File: config.mk
export PLATFORM = sky130hd
export DESIGN_NAME = spp_front
export DESIGN_NICKNAME = d
export VERILOG_FILES = /design/src/hw/rtl/spp_pkg.sv /design/src/hw/rtl/spp_front.sv
export SDC_FILE = /design/constraint.sdc
export NUM_CORES = 1
export LEC_CHECK = 0
export BUFFER_PORTS_ARGS = -buffer_cell sky130_fd_sc_hd__clkbuf_2
export CORE_MARGIN = 2
export CORE_UTILIZATION = 49
export DETAILED_ROUTE_END_ITERATION = 10
export PLACE_DENSITY = 0.89
export SKIP_LAST_GASP = 1
export SLEW_MARGIN = 25
export SYNTH_ARGS = -nofsm -noshare
export SYNTH_HDL_FRONTEND = slang
export SYNTH_SLANG_ARGS = --single-unit
File: constraint.sdc
create_clock -name vclk -period 10.43
set_input_delay 0.5215 -clock vclk [all_inputs]
set_output_delay 0.5215 -clock vclk [all_outputs]
set_load 0.05 [all_outputs]
File: src/hw/rtl/spp_pkg.sv
// Shared types and constants for the spline path position block.
// Used by every module under hw/rtl; it depends on nothing else.
package spp_pkg;

  localparam int MAX_WP   = 64;
  localparam int AW       = 6;
  localparam int CW       = 32;
  localparam int FB       = 16;
  localparam int TW       = FB + 1;
  localparam int NW       = 7;
  localparam int ACCW     = 40;
  localparam int PRW      = ACCW + TW;
  localparam int FQ_DEPTH = 4;
  localparam int FQ_AW    = 2;

  localparam logic OP_WRITE = 1'b0;
  localparam logic OP_QUERY = 1'b1;

  localparam logic CFG_MODE  = 1'b0;
  localparam logic CFG_COUNT = 1'b1;

  localparam logic MODE_LINEAR = 1'b0;
  localparam logic MODE_CATROM = 1'b1;

  typedef struct packed {
    logic                 op;
    logic                 none;
    logic                 single;
    logic [AW-1:0]        idx;
    logic [NW-1:0]        n;
    logic [TW-1:0]        t;
    logic signed [CW-1:0] x;
    logic signed [CW-1:0] y;
    logic signed [CW-1:0] z;
  } qent_t;

  typedef struct packed {
    logic full;
    logic empty;
  } fq_stat_t;

endpackage

File: src/hw/rtl/spp_front.sv
// Front end: classifies requests and maps a query parameter to segment and fraction.
// Depends on spp_pkg.
module spp_front (
  input  logic                         in_valid,
  input  logic                         in_kind,
  input  logic [spp_pkg::AW-1:0]       in_entry_index,
  input  logic signed [spp_pkg::CW-1:0] in_coord_x,
  input  logic signed [spp_pkg::CW-1:0] in_coord_y,
  input  logic signed [spp_pkg::CW-1:0] in_coord_z,
  input  logic [spp_pkg::TW-1:0]       in_param_s,
  input  logic [spp_pkg::NW-1:0]       count,
  input  spp_pkg::fq_stat_t            fq_stat,
  output logic                         in_stall,
  output logic                         push,
  output spp_pkg::qent_t               ent
);

  localparam logic [spp_pkg::TW-1:0] ONE_T = spp_pkg::TW'(1) << spp_pkg::FB;
  localparam int FW = spp_pkg::TW + spp_pkg::NW;

  logic [spp_pkg::NW-1:0] n;
  logic [spp_pkg::NW-1:0] nm1;
  logic [spp_pkg::TW-1:0] s_c;
  logic [FW-1:0]          f;
  logic [FW-spp_pkg::FB-1:0] seg_f;

  assign in_stall = fq_stat.full;
  assign push     = in_valid && !fq_stat.full;

  always_comb begin
    n     = (count > spp_pkg::NW'(spp_pkg::MAX_WP)) ? spp_pkg::NW'(spp_pkg::MAX_WP) : count;
    nm1   = n - spp_pkg::NW'(1);
    s_c   = (in_param_s > ONE_T) ? ONE_T : in_param_s;
    f     = FW'(s_c) * FW'(nm1);
    seg_f = f[FW-1:spp_pkg::FB];

    ent        = '0;
    ent.op     = in_kind;
    ent.n      = n;
    ent.x      = in_coord_x;
    ent.y      = in_coord_y;
    ent.z      = in_coord_z;
    ent.none   = (n == '0);
    ent.single = (n == spp_pkg::NW'(1));
    if (in_kind == spp_pkg::OP_WRITE) begin
      ent.idx = in_entry_index;
    end else if (n <= spp_pkg::NW'(1)) begin
      ent.idx = '0;
    end else if (seg_f >= (FW-spp_pkg::FB)'(nm1)) begin
      // The end of the path belongs to the last segment at full fraction.
      ent.idx = spp_pkg::AW'(n - spp_pkg::NW'(2));
      ent.t   = ONE_T;
    end else begin
      ent.idx = seg_f[spp_pkg::AW-1:0];
      ent.t   = {1'b0, f[spp_pkg::FB-1:0]};
    end
  end

endmodule

# Word-level counts from Yosys, hierarchy flattened
# Index checks and enable logic that the tools add are counted.
# W data, S select, Z words.
[op_classes]
n_addsub = 2
mul = 1
magnitude_cmp = 4
eq_ne = 1
muxes = 8
n_reduce_logical = 3
[ops]
columns = ["op", "n"]
rows = [
  ["$mux W17", 4],
  ["$mul A17 B7 Y24", 1],
  ["$mux W6", 3],
  ["$gt A17 B17 Y1 const B", 1],
  ["$ge A8 B7 Y1", 1],
  ["$eq A7 B1 Y1 const B", 1],
  ["$gt A7 B7 Y1 const B", 1],
  ["$le A7 B1 Y1 const B", 1],
  ["$logic_not A7 Y1", 1],
  ["$mux W7", 1],
  ["$sub A7 B1 Y7 const B", 1],
  ["$sub A6 B2 Y6 const B", 1],
  ["$logic_and A1 B1 Y1", 1],
  ["$logic_not A1 Y1", 1],
]
[totals]
reg_bits = 0
input_bits = 130
output_inout_bits = 131

# Depth between registers and ports, before layout
[logic_depth]
word_depth = 8
mapped_depth = 34

# Worst setup path after synthesis
# Ideal clock, no wire load.
[synth_path]
kind = "input-to-output"
start = "input port count[6] in the netlist's numbering"
end = "output port ent[100] in the netlist's numbering"
t_arrival_ns = 9.551
required_time_ns = 9.908
path_slack_ns = 0.358
cell_stages = 32
path_buffers = 3
path_cell_list = "clkbuf_1 nor2b_1 inv_1 ha_1 a211oi_1 nand2_1 a221oi_1 clkbuf_1 nor2_1 fa_1 inv_1 fa_1 inv_1 fa_1 inv_1 fa_1 inv_1 ha_1 a21o_1 a21oi_1 o22ai_1 or3_1 o311ai_1 o31a_1 ha_1 a21o_1 a31oi_1 o211ai_1 mux2i_4 nand2b_1 buf_2 nor3_1"
[synth_lines]
columns = ["item", "line_no", "source"]
rows = [
  ["start: declaration", "spp_front.sv:11", "input logic [spp_pkg::NW-1:0] count,"],
  ["end: declaration", "spp_front.sv:15", "output spp_pkg::qent_t ent"],
]

==> results.yml <==
run_status:
  status: "finished clean"
global_route:
  first_global_vias: 4414
  gr-usage-all-layers: 0.220
  grt_max_degree: 24
  grt_first_pass_wirelength_um: 20600
  antenna_found_initial: 0
  grt-ovfl-total: 0
timing:
  setup_tns_ns: 0
  final.min_clock_period_ns: 9.57
  final_max_slew_viol_count: 0
  fmax_mhz: 104
  worstMarginPinSlew_ns: 0.949
  layout_setup_ws_ns: 0.859
  hold_slack_ns: 1.04
  rsz0062_at_grt: "no"
  fin_crit_sh: 0.918
  slew_headroom: 0.365
  setup_violations: 0
  hold_violations: 0
detailed_routing:
  route.detailed.drc: 0
  totalWireLength_um: 11900
  via_per_inst: 5.49
  drt-wirelength-per-cell_um: 15.5
  firstDrtPassIters: 5
  vias: 4236
  ant_nets: 0
  drt_iter0_markers: 264
synth:
  postSynthCellCount: 678
  syn_area_um2: 5260
  seq_area_frac_synth: 0
  yosys_warnings: 0
  syn_nets: 936
  avgSynthCellArea_um2: 7.76
  ys_types: 57
setup_path:
  cp-startpoint: "count[6]"
  path_delay_family: "adder cells"
  cp_slowest_stage_delay_ns: 0.56
  crit_buf_inv: 5
  crit_path_max_fanout: 16
  critPathKind: "in2out"
  crit_top_cell: "fa_1"
  cp-end-kind: "output pin"
  cp_slowest_cell: "nor2_1"
  crit_required_ns: 9.91
  cp.arrival_ns: 9.05
  worstSetupStartpointType: "input pin"
  worstSetupPathDepth: 27
  crit_end: "ent[100]"
layout:
  register_area_um2: 0
  drive_gt1_frac: 0.143
  n_clock_buffer: 0
  seq_cell_count: 0
  final_common_cell: "inv_1"
  final_cells: 772
  antennaDiodeCount: 0
  area.growth.synth_to_final_pct: -4.78
  final_cell_mix: "inv_1 (98), nor2_1 (77), fa_1 (74), clkbuf_2 (68), nand2_1 (60)"
  fillers: 1009
  num-nets-final: 896
placed_design:
  post-place-ws_ns: 0.979
  gp_congestion: 0.899
  hpwl_um: 10100
  port_buffers: 68
  dp.cells: 772
floorplan:
  die-height_um: 108
  die_width_um: 108
  start_util: 0.508
  dieArea_um2: 11600
  core_um2: 10400
  io_pins: 261
  rows: 37
power_and_ir_drop:
  clock_power_share: 0
  power_frac_seq: 0
  p_per_area_nw_per_um2: 156
  ir_worst_vdd_v: 0.000109
  power.leakage_nw: 2.72
  finalPower_mw: 0.781
  p_sw_frac: 0.654
  p_sw_mw: 0.511
  p_int_mw: 0.270
  combPwrFrac: 1.000
clock_network:
  ctsResizeCount: 0
  cts_setup_buffers: 0
  holdBufCountCts: 0
min_path:
  hp-class: "in2out"
job:
  drv_cap: 0
-- cell families after synthesis --
group	after synthesis	synth area share
adder cells (fa/ha/maj)	128	0.410
buffers and inverters	218	0.227
multiplexers	6	0.0143
XOR/XNOR	20	0.0333
AO/OA/AOI/OAI	75	0.106
AND/OR/NAND/NOR	231	0.210
-- per-layer routing --
layer / wire length [µm] / vias up / part of all wire / track usage
li1: - / 1974 / - / -
met2: 5800 / 187 / 0.49 / 0.378
met3: 1020 / 29 / 0.085 / 0.0375
met1: 4870 / 2046 / 0.41 / 0.287
met4: 240 / 0 / 0.020 / 0.0549
met5: 0 / - / 0 / 0
-- per-stage QoR --
stage               area (µm²)   util
detailed placement        5010  0.483
CTS                       5010  0.483
floorplan                 5260      -
global placement          5010  0.483
global route              5010  0.483
finish                    5010  0.483
-- final cells by class --
type	instances	area, µm²	share of cell area
multi-input combinational	460	4070	0.813
inverter	102	383	0.0764
timing repair buffer	74	385	0.0769
tap	136	170	0.0339
-- Yosys cell counts, types with 5 or more instances --
library cell  instances  area share
ha_1                 54        0.13
a21oi_1              13       0.012
o22ai_1               5      0.0059
buf_4                98        0.14
fa_1                 74        0.28
xnor2_1               8       0.013
nor4_1                6      0.0071
nand2b_1             13       0.015
o21ai_0               5      0.0048
a21o_1               10       0.014
and2_1               31       0.037
and3_1                5      0.0059
nor2b_1              13       0.015
nand2_1              60       0.043
xor2_1               12       0.020
a211oi_1              6      0.0086
nor3_1                8      0.0076
inv_1                98       0.070
clkbuf_1             14       0.010
nand3_1               5      0.0048
nor2_1               77       0.055
-- power groups by stage --
stage | combinational [mW] | clock [mW] | sequential [mW]
2_1_floorplan | 0.713 | 0 | 0
3_3_place_gp | 0.757 | 0 | 0
3_5_place_dp | 0.775 | 0 | 0
4_1_cts | 0.780 | 0 | 0
5_1_grt | 0.874 | 0 | 0
6_report | 0.781 | 0 | 0
-- worst min path at each step --
stage                   startpoint  endpoint  slack (ns)  cells after the start
global placement    in_coord_z[11]   ent[11]        1.04                      0
floorplan            in_coord_z[0]    ent[0]        1.21                      1
CTS                 in_coord_z[11]   ent[11]        1.04                      0
global route        in_coord_y[19]   ent[51]        1.04                      0
detailed placement  in_coord_z[11]   ent[11]        1.04                      0
finish              in_coord_z[18]   ent[18]        1.04                      0
(Power assumes the default switching activity.)
