### config.mk
export PLATFORM = sky130hd
export DESIGN_NAME = spp_fifo
export DESIGN_NICKNAME = d
export VERILOG_FILES = /design/src/hw/rtl/spp_pkg.sv /design/src/hw/rtl/spp_fifo.sv
export SDC_FILE = /design/constraint.sdc
export NUM_CORES = 1
export LEC_CHECK = 0
export BUFFER_PORTS_ARGS = -buffer_cell sky130_fd_sc_hd__buf_2
export CORE_AREA = 5 5 239 241
export DETAILED_ROUTE_END_ITERATION = 8
export DIE_AREA = 0 0 244 246
export GPL_TIMING_DRIVEN = 0
export HOLD_SLACK_MARGIN = 0.08
export PLACE_DENSITY = 0.52
export RECOVER_POWER = 25
export SLEW_MARGIN = 20
export SYNTH_ARGS = -nofsm -noshare
export SYNTH_HDL_FRONTEND = slang
export SYNTH_SLANG_ARGS = --single-unit
export TNS_END_PERCENT = 10
### constraint.sdc
create_clock -name clk -period 25.9 [get_ports clk]
set_input_delay 1.295 -clock clk [delete_from_list [all_inputs] [get_ports clk]]
set_output_delay 1.295 -clock clk [all_outputs]
set_load 0.01 [all_outputs]
### src/hw/rtl/spp_pkg.sv
// Shared types and constants for the spline path position block.
// Used by every module under hw/rtl; it depends on nothing else.
package spp_pkg;

  localparam int MAX_WP   = 64;
  localparam int AW       = 6;
  localparam int CW       = 32;
  localparam int FB       = 16;
  localparam int TW       = FB + 1;
  localparam int NW       = 7;
  localparam int ACCW     = 40;
  localparam int PRW      = ACCW + TW;
  localparam int FQ_DEPTH = 4;
  localparam int FQ_AW    = 2;

  localparam logic OP_WRITE = 1'b0;
  localparam logic OP_QUERY = 1'b1;

  localparam logic CFG_MODE  = 1'b0;
  localparam logic CFG_COUNT = 1'b1;

  localparam logic MODE_LINEAR = 1'b0;
  localparam logic MODE_CATROM = 1'b1;

  typedef struct packed {
    logic                 op;
    logic                 none;
    logic                 single;
    logic [AW-1:0]        idx;
    logic [NW-1:0]        n;
    logic [TW-1:0]        t;
    logic signed [CW-1:0] x;
    logic signed [CW-1:0] y;
    logic signed [CW-1:0] z;
  } qent_t;

  typedef struct packed {
    logic full;
    logic empty;
  } fq_stat_t;

endpackage

### src/hw/rtl/spp_fifo.sv
// Four-entry request queue between front and back ends.
// Depends on spp_pkg.
module spp_fifo (
  input  logic               clk,
  input  logic               rst_n,
  input  logic               push,
  input  spp_pkg::qent_t     wdata,
  input  logic               pop,
  output spp_pkg::qent_t     rdata,
  output spp_pkg::fq_stat_t  stat
);

  spp_pkg::qent_t mem_r [spp_pkg::FQ_DEPTH];
  logic [spp_pkg::FQ_AW-1:0] wp_r, wp_nxt, rp_r, rp_nxt;
  logic [spp_pkg::FQ_AW:0]   cnt_r, cnt_nxt;

  assign rdata      = mem_r[rp_r];
  assign stat.full  = (cnt_r == (spp_pkg::FQ_AW+1)'(spp_pkg::FQ_DEPTH));
  assign stat.empty = (cnt_r == '0);

  always_comb begin
    wp_nxt  = wp_r + spp_pkg::FQ_AW'(push);
    rp_nxt  = rp_r + spp_pkg::FQ_AW'(pop);
    cnt_nxt = cnt_r + (spp_pkg::FQ_AW+1)'(push) - (spp_pkg::FQ_AW+1)'(pop);
  end

  always_ff @(posedge clk) begin
    if (!rst_n) begin
      wp_r  <= '0;
      rp_r  <= '0;
      cnt_r <= '0;
    end else begin
      wp_r  <= wp_nxt;
      rp_r  <= rp_nxt;
      cnt_r <= cnt_nxt;
    end
  end

  always_ff @(posedge clk) begin
    if (push) begin
      mem_r[wp_r] <= wdata;
    end
  end

endmodule

== Word level (Yosys, flattened, before mapping) ==
Memories as Yosys holds them, arrays and structs flattened. A register that Yosys moved wholly into a read port is not among the register bits.
Cells that the tools add are included.
Cells by class
  multiplexer cells: 3
  div/mod/pow operators: 0
  magnitude comparators: 0
  equality and inequality tests: 1
  $mul: 0
  shift-type cells: 0
  add/subtract/negate cells: 4
  reduce and logical (&&, ||, !) cells: 1
  bitwise operators: 0
Operator list (number)
  $add 2x1->2: 2
  $add 3x1->3: 1
  $eq 3x3->1 const B: 1
  $logic_not 3->1: 1
  $sub 3x1->3: 1
  $mux 1: 2
  $mux 2: 1
Storage, ports and cells
  output and inout bits: 131
  bits in latches: 0
  RAM bits: 516
  register bits: 7
  memories: 1
  logic and storage cells: 13
  input bits: 133
  bits in read-only memories: 0
Memories
  mem_r: words 4, width 129, rd ports 1, clocked after memory_dff 1, wr ports 1, line spp_fifo.sv:13  | spp_pkg::qent_t mem_r [spp_pkg::FQ_DEPTH];

== Logic depth before layout (Yosys ltp) ==
Gate-level depths: netlist (run 1).
  depth after elaboration: 2
  gate-level depth with buffers: 7
  depth with buffers taken out: 7

== Worst setup path after synthesis (run 1) ==
Ideal clock, no wire load.
  path kind: input to register
  start point: input push
  end point: memory mem_r[0][0] (netlist bit) (enable)
  data required time: 25099 ps
  cell stages on the path: 1
  slack: 14580 ps
  arrival time: 10519 ps
  library setup time: 801 ps
  path buffers: 0
  cells stage by stage: nor3b_1
On the way
  word-level cells in the longest chain between the ends: 2
RTL lines
  start, declared: line spp_fifo.sv:6  | input logic push,
  $mux 1: line spp_fifo.sv:40  | if (push) begin
  $mux 1 (not written as such): line spp_fifo.sv:41  | mem_r[wp_r] <= wdata;
  end, declared: line spp_fifo.sv:13
No other way between the ends.

==> metrics.txt, run 1 <==
# TYPE chip_impl_metric gauge
chip_impl_info{name="status",value="complete, no violations"} 1
chip_impl_metric{name="final_max_slew_viol_count",unit=""} 0
chip_impl_metric{name="worst_r2r_path_depth",unit=""} 6
chip_impl_metric{name="synth_area_per_cell",unit="sq um"} 26.9
chip_impl_metric{name="post_dp_hpwl",unit="mm"} 26.6
chip_impl_info{name="grt_setup_unrepaired",value="false"} 1
chip_impl_info{name="clockRootBuffer",value="sky130_fd_sc_hd__clkbuf_16"} 1
chip_impl_metric{name="postCtsHoldBufs",unit=""} 0
chip_impl_metric{name="synth_cells",unit=""} 706
chip_impl_metric{name="tritoncts_buffer_count",unit=""} 55
chip_impl_info{name="synth_top_cells_by_count",value="sky130_fd_sc_hd__edfxtp_1 (516), sky130_fd_sc_hd__mux4_2 (129), sky130_fd_sc_hd__buf_6 (13)"} 1
chip_impl_metric{name="maxSlewHeadroom",unit=""} 0.326
chip_impl_metric{name="postCtsSetupBuffers",unit=""} 0
chip_impl_metric{name="ir_drop",unit="uV"} 80.8
chip_impl_metric{name="critical_path_peak_fanout",unit=""} 11
chip_impl_metric{name="pre_cts_ws",unit="ns"} 22.23
chip_impl_metric{name="synth-edff-count",unit=""} 516
chip_impl_metric{name="io_buffer_count",unit=""} 263
chip_impl_metric{name="synth_async_sr_flop_share",unit=""} 0
chip_impl_metric{name="initial_antenna_violation_count",unit=""} 5
chip_impl_metric{name="ys_warn_count",unit=""} 0
chip_impl_metric{name="design.core.area",unit="sq mm"} 0.0547
chip_impl_info{name="timing.hold.worst.start",value="wp_r[1]"} 1
chip_impl_metric{name="finalCritPeriodShare",unit=""} 0.159
chip_impl_metric{name="final.setup.worst_slack",unit="ns"} 21.77
chip_impl_metric{name="finClkSkew",unit="ns"} 0.0198
chip_impl_info{name="worst_setup_path_end_kind",value="output port"} 1
chip_impl_metric{name="layout.cells.non_filler",unit=""} 1809
chip_impl_info{name="synthTopCellsByArea",value="sky130_fd_sc_hd__edfxtp_1 (82%), sky130_fd_sc_hd__mux4_2 (15%), sky130_fd_sc_hd__buf_6 (0.77%)"} 1
chip_impl_metric{name="synth_seq_area_share",unit=""} 0.824
chip_impl_metric{name="vias_per_cell",unit=""} 4.75
chip_impl_info{name="worst_setup_path_startpoint",value="rp_r[1]"} 1
chip_impl_metric{name="synth_seq_cells",unit=""} 523
chip_impl_metric{name="ios",unit=""} 264
chip_impl_metric{name="areaGrowthSynthToFinish",unit="%"} 23.0
chip_impl_metric{name="netlist-cell-type-count",unit=""} 20
chip_impl_metric{name="total_switching_power",unit="mW"} 0.426
chip_impl_metric{name="max-cap-violations",unit=""} 0
chip_impl_metric{name="finalPower",unit="mW"} 1.93
chip_impl_info{name="worst-setup-path-type",value="reg2out"} 1
chip_impl_metric{name="clock_tree.buffer_depth",unit=""} 3
chip_impl_info{name="synthDominantAreaCellType",value="sky130_fd_sc_hd__edfxtp_1"} 1
chip_impl_metric{name="grt_overflow",unit=""} 0
chip_impl_metric{name="wl_per_cell",unit="um"} 22.3
chip_impl_metric{name="detail_route.iter0.violations",unit=""} 403
chip_impl_metric{name="detailroute.via_count",unit=""} 8598
chip_impl_metric{name="synth.top_cell.area_share",unit=""} 0.817
chip_impl_metric{name="number_of_global_route_vias_before_repair",unit=""} 9413
chip_impl_metric{name="floorplan.initialDensity",unit=""} 0.347
chip_impl_metric{name="grt_start_max_net_pins",unit=""} 36
chip_impl_metric{name="worstHoldPathCells",unit=""} 2
chip_impl_metric{name="globalRouteTotalUtil",unit=""} 0.134
chip_impl_info{name="tritoncts",value="built"} 1
chip_impl_info{name="synthMostInstantiatedCell",value="sky130_fd_sc_hd__edfxtp_1"} 1
chip_impl_metric{name="detail_route.first_pass.iterations",unit=""} 4
chip_impl_metric{name="fillerInstances",unit=""} 4760
chip_impl_info{name="start_kind",value="register"} 1
chip_impl_metric{name="route.detailed.drc",unit=""} 0
chip_impl_metric{name="finalHoldViolCount",unit=""} 0
chip_impl_metric{name="seqPwrFrac",unit=""} 0.509
chip_impl_metric{name="placementRows",unit=""} 86
chip_impl_metric{name="netlist_area",unit="sq mm"} 0.0190
chip_impl_metric{name="power_density_over_the_cells",unit="mW/mm^2"} 82.7
chip_impl_metric{name="share_comb_of_total_power",unit=""} 0.101
chip_impl_metric{name="placedCellCount",unit=""} 1707
chip_impl_metric{name="fmax",unit="MHz"} 242
chip_impl_metric{name="syn-num-nets",unit=""} 844
chip_impl_metric{name="cp_data_required_time",unit="ns"} 24.60
chip_impl_metric{name="power_leakage",unit="nW"} 7.68
chip_impl_metric{name="path_clk_slew",unit="ns"} 0.06
chip_impl_info{name="worst_r2r_endpoint",value="mem_r[0][55]"} 1
chip_impl_metric{name="power_frac_clock",unit=""} 0.390
chip_impl_metric{name="die_outline_height",unit="um"} 246
chip_impl_metric{name="number_of_nets_with_antenna_violations_after_routing",unit=""} 0
chip_impl_metric{name="cts.sink_count",unit=""} 523
chip_impl_metric{name="postRouteWirelength",unit="mm"} 40.4
chip_impl_metric{name="finish.net_count",unit=""} 1198
chip_impl_metric{name="worst_pin_slew",unit="ns"} 1.01
chip_impl_metric{name="grt_pass1_wl",unit="mm"} 60.4
chip_impl_metric{name="regToRegSetupSlack",unit="ns"} 23.58
chip_impl_info{name="ys.flop_type",value="sky130_fd_sc_hd__edfxtp_1"} 1
chip_impl_metric{name="setup_viol",unit=""} 0
chip_impl_metric{name="crit_arrival",unit="ns"} 2.83
chip_impl_metric{name="layout_min_cycle_time",unit="ns"} 4.13
chip_impl_metric{name="finalSetupTns",unit="ns"} 0
chip_impl_info{name="worst_hold_path.endpoint",value="wp_r[1]"} 1
chip_impl_metric{name="fp.dieArea",unit="sq mm"} 0.0600
chip_impl_metric{name="post_cts_resize_count",unit=""} 0
chip_impl_metric{name="switching_fraction_of_total_power",unit=""} 0.221
chip_impl_metric{name="worst_skew_pair.late_latency",unit="ns"} 0.58
chip_impl_metric{name="cts_max_level",unit=""} 2
chip_impl_metric{name="chipWidth",unit="um"} 244
chip_impl_metric{name="cellInternalPower",unit="mW"} 1.50
chip_impl_metric{name="drive_above_1_share",unit=""} 0.410
chip_impl_info{name="hold_path.class",value="reg2reg"} 1
chip_impl_metric{name="gpl.final_weighted_congestion",unit=""} 0.675
chip_impl_info{name="timing.rr.start",value="wp_r[0]"} 1
[state kept, by name, indices dropped and copies added (netlist names)]
register and cells:
mem_r 516, cnt_r 3, rp_r 2, wp_r 2
[worst max-delay path, cell delays in order, from the launching register on]
cell and delay, ns:
sky130_fd_sc_hd__dfxtp_1 0.41, sky130_fd_sc_hd__clkbuf_1 0.78, sky130_fd_sc_hd__buf_2 0.50, sky130_fd_sc_hd__mux4_2 0.37
sky130_fd_sc_hd__buf_2 0.17
[placed cells by master, fill, tap and decap left out]
cell / synthesis / routed
sky130_fd_sc_hd__dfxtp_1: 7 / 7
sky130_fd_sc_hd__inv_8: 0 / 1
sky130_fd_sc_hd__inv_6: 0 / 1
sky130_fd_sc_hd__and3_1: 2 / 1
sky130_fd_sc_hd__ha_1: 4 / 4
sky130_fd_sc_hd__xnor3_1: 1 / 1
sky130_fd_sc_hd__clkinv_2: 0 / 12
sky130_fd_sc_hd__nor3_1: 1 / 1
sky130_fd_sc_hd__and3_4: 0 / 1
sky130_fd_sc_hd__buf_8: 0 / 1
sky130_fd_sc_hd__clkbuf_1: 2 / 92
sky130_fd_sc_hd__buf_16: 0 / 5
sky130_fd_sc_hd__xor2_1: 2 / 2
sky130_fd_sc_hd__nor3b_2: 0 / 1
sky130_fd_sc_hd__and3b_4: 0 / 1
sky130_fd_sc_hd__diode_2: 0 / 2
sky130_fd_sc_hd__clkinvlp_4: 0 / 2
sky130_fd_sc_hd__buf_4: 1 / 12
sky130_fd_sc_hd__nand2_1: 1 / 1
sky130_fd_sc_hd__nor2_4: 0 / 1
sky130_fd_sc_hd__mux4_2: 129 / 129
sky130_fd_sc_hd__and2_1: 7 / 7
sky130_fd_sc_hd__inv_1: 4 / 4
sky130_fd_sc_hd__clkinv_1: 0 / 13
sky130_fd_sc_hd__buf_12: 0 / 9
sky130_fd_sc_hd__bufinv_16: 0 / 4
sky130_fd_sc_hd__buf_1: 1 / 1
sky130_fd_sc_hd__clkbuf_16: 0 / 57
sky130_fd_sc_hd__fa_1: 1 / 1
sky130_fd_sc_hd__edfxtp_1: 516 / 516
sky130_fd_sc_hd__buf_2: 11 / 194
sky130_fd_sc_hd__buf_6: 13 / 21
[kinds of logic (layout without fill, tap and decap cells)]
family | after synthesis | after routing | synth area share
xor gates and xnor gates | 3 | 3 | 0.00211
adders and majority gates | 5 | 5 | 0.00369
muxes | 129 | 129 | 0.153
other | 0 | 2 | 0
and+or+nand+nor | 14 | 14 | 0.00448
buffers and inverters | 32 | 429 | 0.0124
DFF | 523 | 523 | 0.824
[stage by stage]
step	instance area [sq um]	hold WS (ns)	utilization
final	23300	0.649	0.427
after global routing	23300	0.690	0.427
after CTS	23400	0.647	0.428
after detailed placement	21700	0.633	0.397
after global placement	21200	0.586	0.387
after floorplan	19000	0.573	-
[routing by layer]
metal	GRT usage	part of all wire	vias to the layer above
li1	-	-	3791
met2	0.228	0.51	205
met4	0.0378	0.025	10
met3	0.0443	0.069	86
met5	0	0.0019	-
met1	0.164	0.40	4506
[worst max path at each step]
stage | to | depth (start not counted)
2_1_floorplan | mem_r[0][0] | 1
3_3_place_gp | mem_r[0][59] | 2
3_5_place_dp | rdata[106] | 4
4_1_cts | rdata[106] | 4
5_1_grt | rdata[107] | 4
6_report | rdata[106] | 4
[power groups by stage]
| stage | Sequential [mW] | Combinational [mW] | Clock (mW) |
|---|---|---|---|
| 2_1_floorplan | 1.01 | 0.109 | 0 |
| 3_3_place_gp | 1.02 | 0.191 | 0 |
| 3_5_place_dp | 0.999 | 0.204 | 0 |
| 4_1_cts | 0.981 | 0.205 | 0.779 |
| 5_1_grt | 0.984 | 0.212 | 0.816 |
| 6_report | 0.981 | 0.195 | 0.752 |
[layout make-up]
type | instances | area (sq um) | share of cell area
sequential | 523 | 15600 | 0.670
clock buffer | 67 | 1460 | 0.0628
multi-input combinational | 151 | 3120 | 0.134
timing repair buffer | 297 | 1720 | 0.0738
tap | 704 | 881 | 0.0378
buffer | 28 | 220 | 0.00944
clock inverter | 33 | 264 | 0.0113
inverter | 4 | 15.0 | 0.000644
antenna | 2 | 5.00 | 0.000215
Power figures use the tool's default switching activity.
==> inputs of run 2 (changes only) <==
--- a/config.mk
+++ b/config.mk
@@ -11,7 +11,7 @@
 export DIE_AREA = 0 0 244 246
 export GPL_TIMING_DRIVEN = 0
 export HOLD_SLACK_MARGIN = 0.08
-export PLACE_DENSITY = 0.52
+export PLACE_DENSITY = 0.54
 export RECOVER_POWER = 25
 export SLEW_MARGIN = 20
 export SYNTH_ARGS = -nofsm -noshare
==> constraint.sdc (replaced) <==
create_clock -name clk -period 3.4 [get_ports clk]
set_input_delay 0.17 -clock clk [delete_from_list [all_inputs] [get_ports clk]]
set_output_delay 0.17 -clock clk [all_outputs]
set_load 0.01 [all_outputs]
==> metrics.txt, run 2 (synthesized netlist as in run 1, its figures left out) <==
# TYPE chip_impl_metric gauge
chip_impl_info{name="status",value="complete, no violations"} 1
chip_impl_metric{name="clock_tree.buffer_depth",unit=""} 3
chip_impl_metric{name="gpl.final_weighted_congestion",unit=""} 0.675
chip_impl_metric{name="wl_per_cell",unit="um"} 20.9
chip_impl_metric{name="worst_r2r_path_depth",unit=""} 6
chip_impl_info{name="largest_registers",value="mem_r x516, cnt_r x3"} 1
chip_impl_metric{name="grt_start_max_net_pins",unit=""} 44
chip_impl_metric{name="power_leakage",unit="nW"} 8.16
chip_impl_metric{name="initial_antenna_violation_count",unit=""} 3
chip_impl_metric{name="detail_route.iter0.violations",unit=""} 373
chip_impl_metric{name="tritoncts_buffer_count",unit=""} 53
chip_impl_metric{name="largest_register_ff_count",unit=""} 516
chip_impl_metric{name="worst_pin_slew",unit="ns"} 1.07
chip_impl_metric{name="floorplan.initialDensity",unit=""} 0.347
chip_impl_metric{name="critical_path_peak_fanout",unit=""} 10
chip_impl_metric{name="layout.area.seq",unit="sq mm"} 0.0156
chip_impl_metric{name="postRouteWirelength",unit="mm"} 40.4
chip_impl_info{name="worst_setup_path_end_kind",value="output port"} 1
chip_impl_metric{name="fp.dieArea",unit="sq mm"} 0.0600
chip_impl_metric{name="globalRouteTotalUtil",unit=""} 0.134
chip_impl_metric{name="number_of_global_route_vias_before_repair",unit=""} 9939
chip_impl_metric{name="placedCellCount",unit=""} 1698
chip_impl_metric{name="finClkSkew",unit="ns"} 0.0190
chip_impl_info{name="final_common_cell",value="sky130_fd_sc_hd__edfxtp_1"} 1
chip_impl_info{name="timing.hold.worst.start",value="wdata[9]"} 1
chip_impl_metric{name="finalCritPeriodShare",unit=""} 0.859
chip_impl_metric{name="areaGrowthSynthToFinish",unit="%"} 29.3
chip_impl_metric{name="crit_arrival",unit="ns"} 2.75
chip_impl_info{name="grt_setup_unrepaired",value="false"} 1
chip_impl_metric{name="die_outline_height",unit="um"} 246
chip_impl_metric{name="multiInputGateArea",unit="sq mm"} 0.00313
chip_impl_metric{name="fmax",unit="MHz"} 342
chip_impl_metric{name="detailroute.via_count",unit=""} 9074
chip_impl_info{name="cp_common_cell",value="sky130_fd_sc_hd__buf_2"} 1
chip_impl_metric{name="power_frac_clock",unit=""} 0.380
chip_impl_metric{name="maxSlewHeadroom",unit=""} 0.289
chip_impl_metric{name="total_switching_power",unit="mW"} 3.24
chip_impl_metric{name="post_dp_hpwl",unit="mm"} 25.9
chip_impl_info{name="critPathSlowestCell",value="sky130_fd_sc_hd__clkbuf_1"} 1
chip_impl_metric{name="io_buffer_count",unit=""} 263
chip_impl_metric{name="cp_num_buf_inv",unit=""} 3
chip_impl_metric{name="max-cap-violations",unit=""} 0
chip_impl_metric{name="final_max_slew_viol_count",unit=""} 0
chip_impl_metric{name="fillerInstances",unit=""} 4695
chip_impl_info{name="hold_path.class",value="in2reg"} 1
chip_impl_metric{name="vias_per_cell",unit=""} 4.70
chip_impl_metric{name="worst_skew_pair.late_latency",unit="ns"} 0.58
chip_impl_info{name="worst_r2r_endpoint",value="mem_r[0][51]"} 1
chip_impl_metric{name="path_clk_slew",unit="ns"} 0.06
chip_impl_metric{name="share_comb_of_total_power",unit=""} 0.110
chip_impl_metric{name="cts_max_level",unit=""} 2
chip_impl_metric{name="ir_drop",unit="uV"} 460
chip_impl_metric{name="switching_fraction_of_total_power",unit=""} 0.221
chip_impl_info{name="worst-setup-path-type",value="reg2out"} 1
chip_impl_info{name="timing.rr.start",value="wp_r[1]"} 1
chip_impl_metric{name="finalPower",unit="mW"} 14.6
chip_impl_metric{name="detail_route.first_pass.iterations",unit=""} 4
chip_impl_metric{name="chipWidth",unit="um"} 244
chip_impl_metric{name="placedInstanceArea",unit="sq mm"} 0.0216
chip_impl_metric{name="cts.sink_count",unit=""} 523
chip_impl_info{name="clockRootBuffer",value="sky130_fd_sc_hd__clkbuf_16"} 1
chip_impl_metric{name="design.core.area",unit="sq mm"} 0.0547
chip_impl_info{name="register_bank_with_the_most_flops",value="mem_r"} 1
chip_impl_metric{name="finish.net_count",unit=""} 1319
chip_impl_metric{name="drive_above_1_share",unit=""} 0.359
chip_impl_metric{name="holdWs",unit="ns"} 0.355
chip_impl_metric{name="power_density_over_the_cells",unit="mW/mm^2"} 597
chip_impl_metric{name="ios",unit=""} 264
chip_impl_metric{name="layout_min_cycle_time",unit="ns"} 2.92
chip_impl_info{name="timing.critical_path.max_delay_family",value="buffers and inverters"} 1
chip_impl_metric{name="layout.cells.non_filler",unit=""} 1931
chip_impl_info{name="start_kind",value="register"} 1
chip_impl_info{name="mostFrequentLayoutCells",value="sky130_fd_sc_hd__edfxtp_1 (516), sky130_fd_sc_hd__buf_2 (197), sky130_fd_sc_hd__dlygate4sd3_1 (132)"} 1
chip_impl_metric{name="cellInternalPower",unit="mW"} 11.4
chip_impl_metric{name="postCtsSetupBuffers",unit=""} 0
chip_impl_metric{name="number_of_nets_with_antenna_violations_after_routing",unit=""} 0
chip_impl_metric{name="placementRows",unit=""} 86
chip_impl_metric{name="grt_overflow",unit=""} 0
chip_impl_metric{name="final_cell_area",unit="sq mm"} 0.0245
chip_impl_metric{name="regToRegSetupSlack",unit="ns"} 1.16
chip_impl_metric{name="crit_path_max_incr_delay",unit="ns"} 0.80
chip_impl_metric{name="grt_pass1_wl",unit="mm"} 61.6
chip_impl_metric{name="route.detailed.drc",unit=""} 0
chip_impl_metric{name="seqPwrFrac",unit=""} 0.510
chip_impl_metric{name="finalHoldViolCount",unit=""} 0
chip_impl_metric{name="worstHoldPathCells",unit=""} 2
chip_impl_info{name="worst_hold_path.endpoint",value="mem_r[2][9]"} 1
chip_impl_info{name="crit_chain",value="clkbuf_1 > buf_2 > mux4_2 > buf_2"} 1
chip_impl_metric{name="setup_viol",unit=""} 0
chip_impl_info{name="tritoncts",value="built"} 1
chip_impl_metric{name="cp_data_required_time",unit="ns"} 3.23
[run 2: metrics by stage]
| stage | setup slack, ns | utilization | TNS, ns |
|---|---|---|---|
| after floorplan | -0.677 | - | -230.41 |
| after global placement | -3.81 | 0.388 | -1522.78 |
| after detailed placement | 0.990 | 0.396 | 0 |
| after CTS | 0.327 | 0.450 | 0 |
| after global routing | 0.287 | 0.449 | 0 |
| final | 0.478 | 0.449 | 0 |
[run 2: area by class of cell]
| class | instances | area share |
|---|---|---|
| Sequential cell | 523 | 0.638 |
| Antenna cell | 3 | 0.000306 |
| Clock inverter | 36 | 0.0120 |
| Clock buffer | 62 | 0.0555 |
| Buffer | 28 | 0.00898 |
| Multi-Input combinational cell | 151 | 0.128 |
| Timing Repair Buffer | 420 | 0.122 |
| Tap cell | 704 | 0.0359 |
| Inverter | 4 | 0.000612 |
[run 2: worst max-delay path by stage]
stage / start / end / depth (start not counted)
3_3_place_gp: wp_r[0] / mem_r[0][56] / 1
3_5_place_dp: rp_r[1] / rdata[70] / 4
2_1_floorplan: wp_r[0] / mem_r[0][0] / 1
4_1_cts: rp_r[1] / rdata[70] / 4
5_1_grt: rp_r[1] / rdata[70] / 4
6_report: rp_r[1] / rdata[70] / 4
[run 2: power by group through the flow]
stage / logic, mW / clock network [mW] / registers [mW]
6_report: 1.61 / 5.57 / 7.47
5_1_grt: 1.75 / 6.04 / 7.49
4_1_cts: 1.68 / 5.76 / 7.48
3_5_place_dp: 1.55 / 0 / 7.61
3_3_place_gp: 1.45 / 0 / 7.66
2_1_floorplan: 0.831 / 0 / 7.62
[run 2: timing repair]
action | in CTS | in global routing
endpoints found under the hold margin | 523 | 0
resized for setup | 0 | 0
hold buffers | 132 | 0
[run 2: metal layers]
| layer | global-route usage | up-vias | part of all wire |
|---|---|---|---|
| li1 | - | 4032 | - |
| met3 | 0.0414 | 70 | 0.063 |
| met1 | 0.171 | 4753 | 0.42 |
| met5 | 0 | - | 0 |
| met4 | 0.0329 | 0 | 0.020 |
| met2 | 0.226 | 219 | 0.50 |
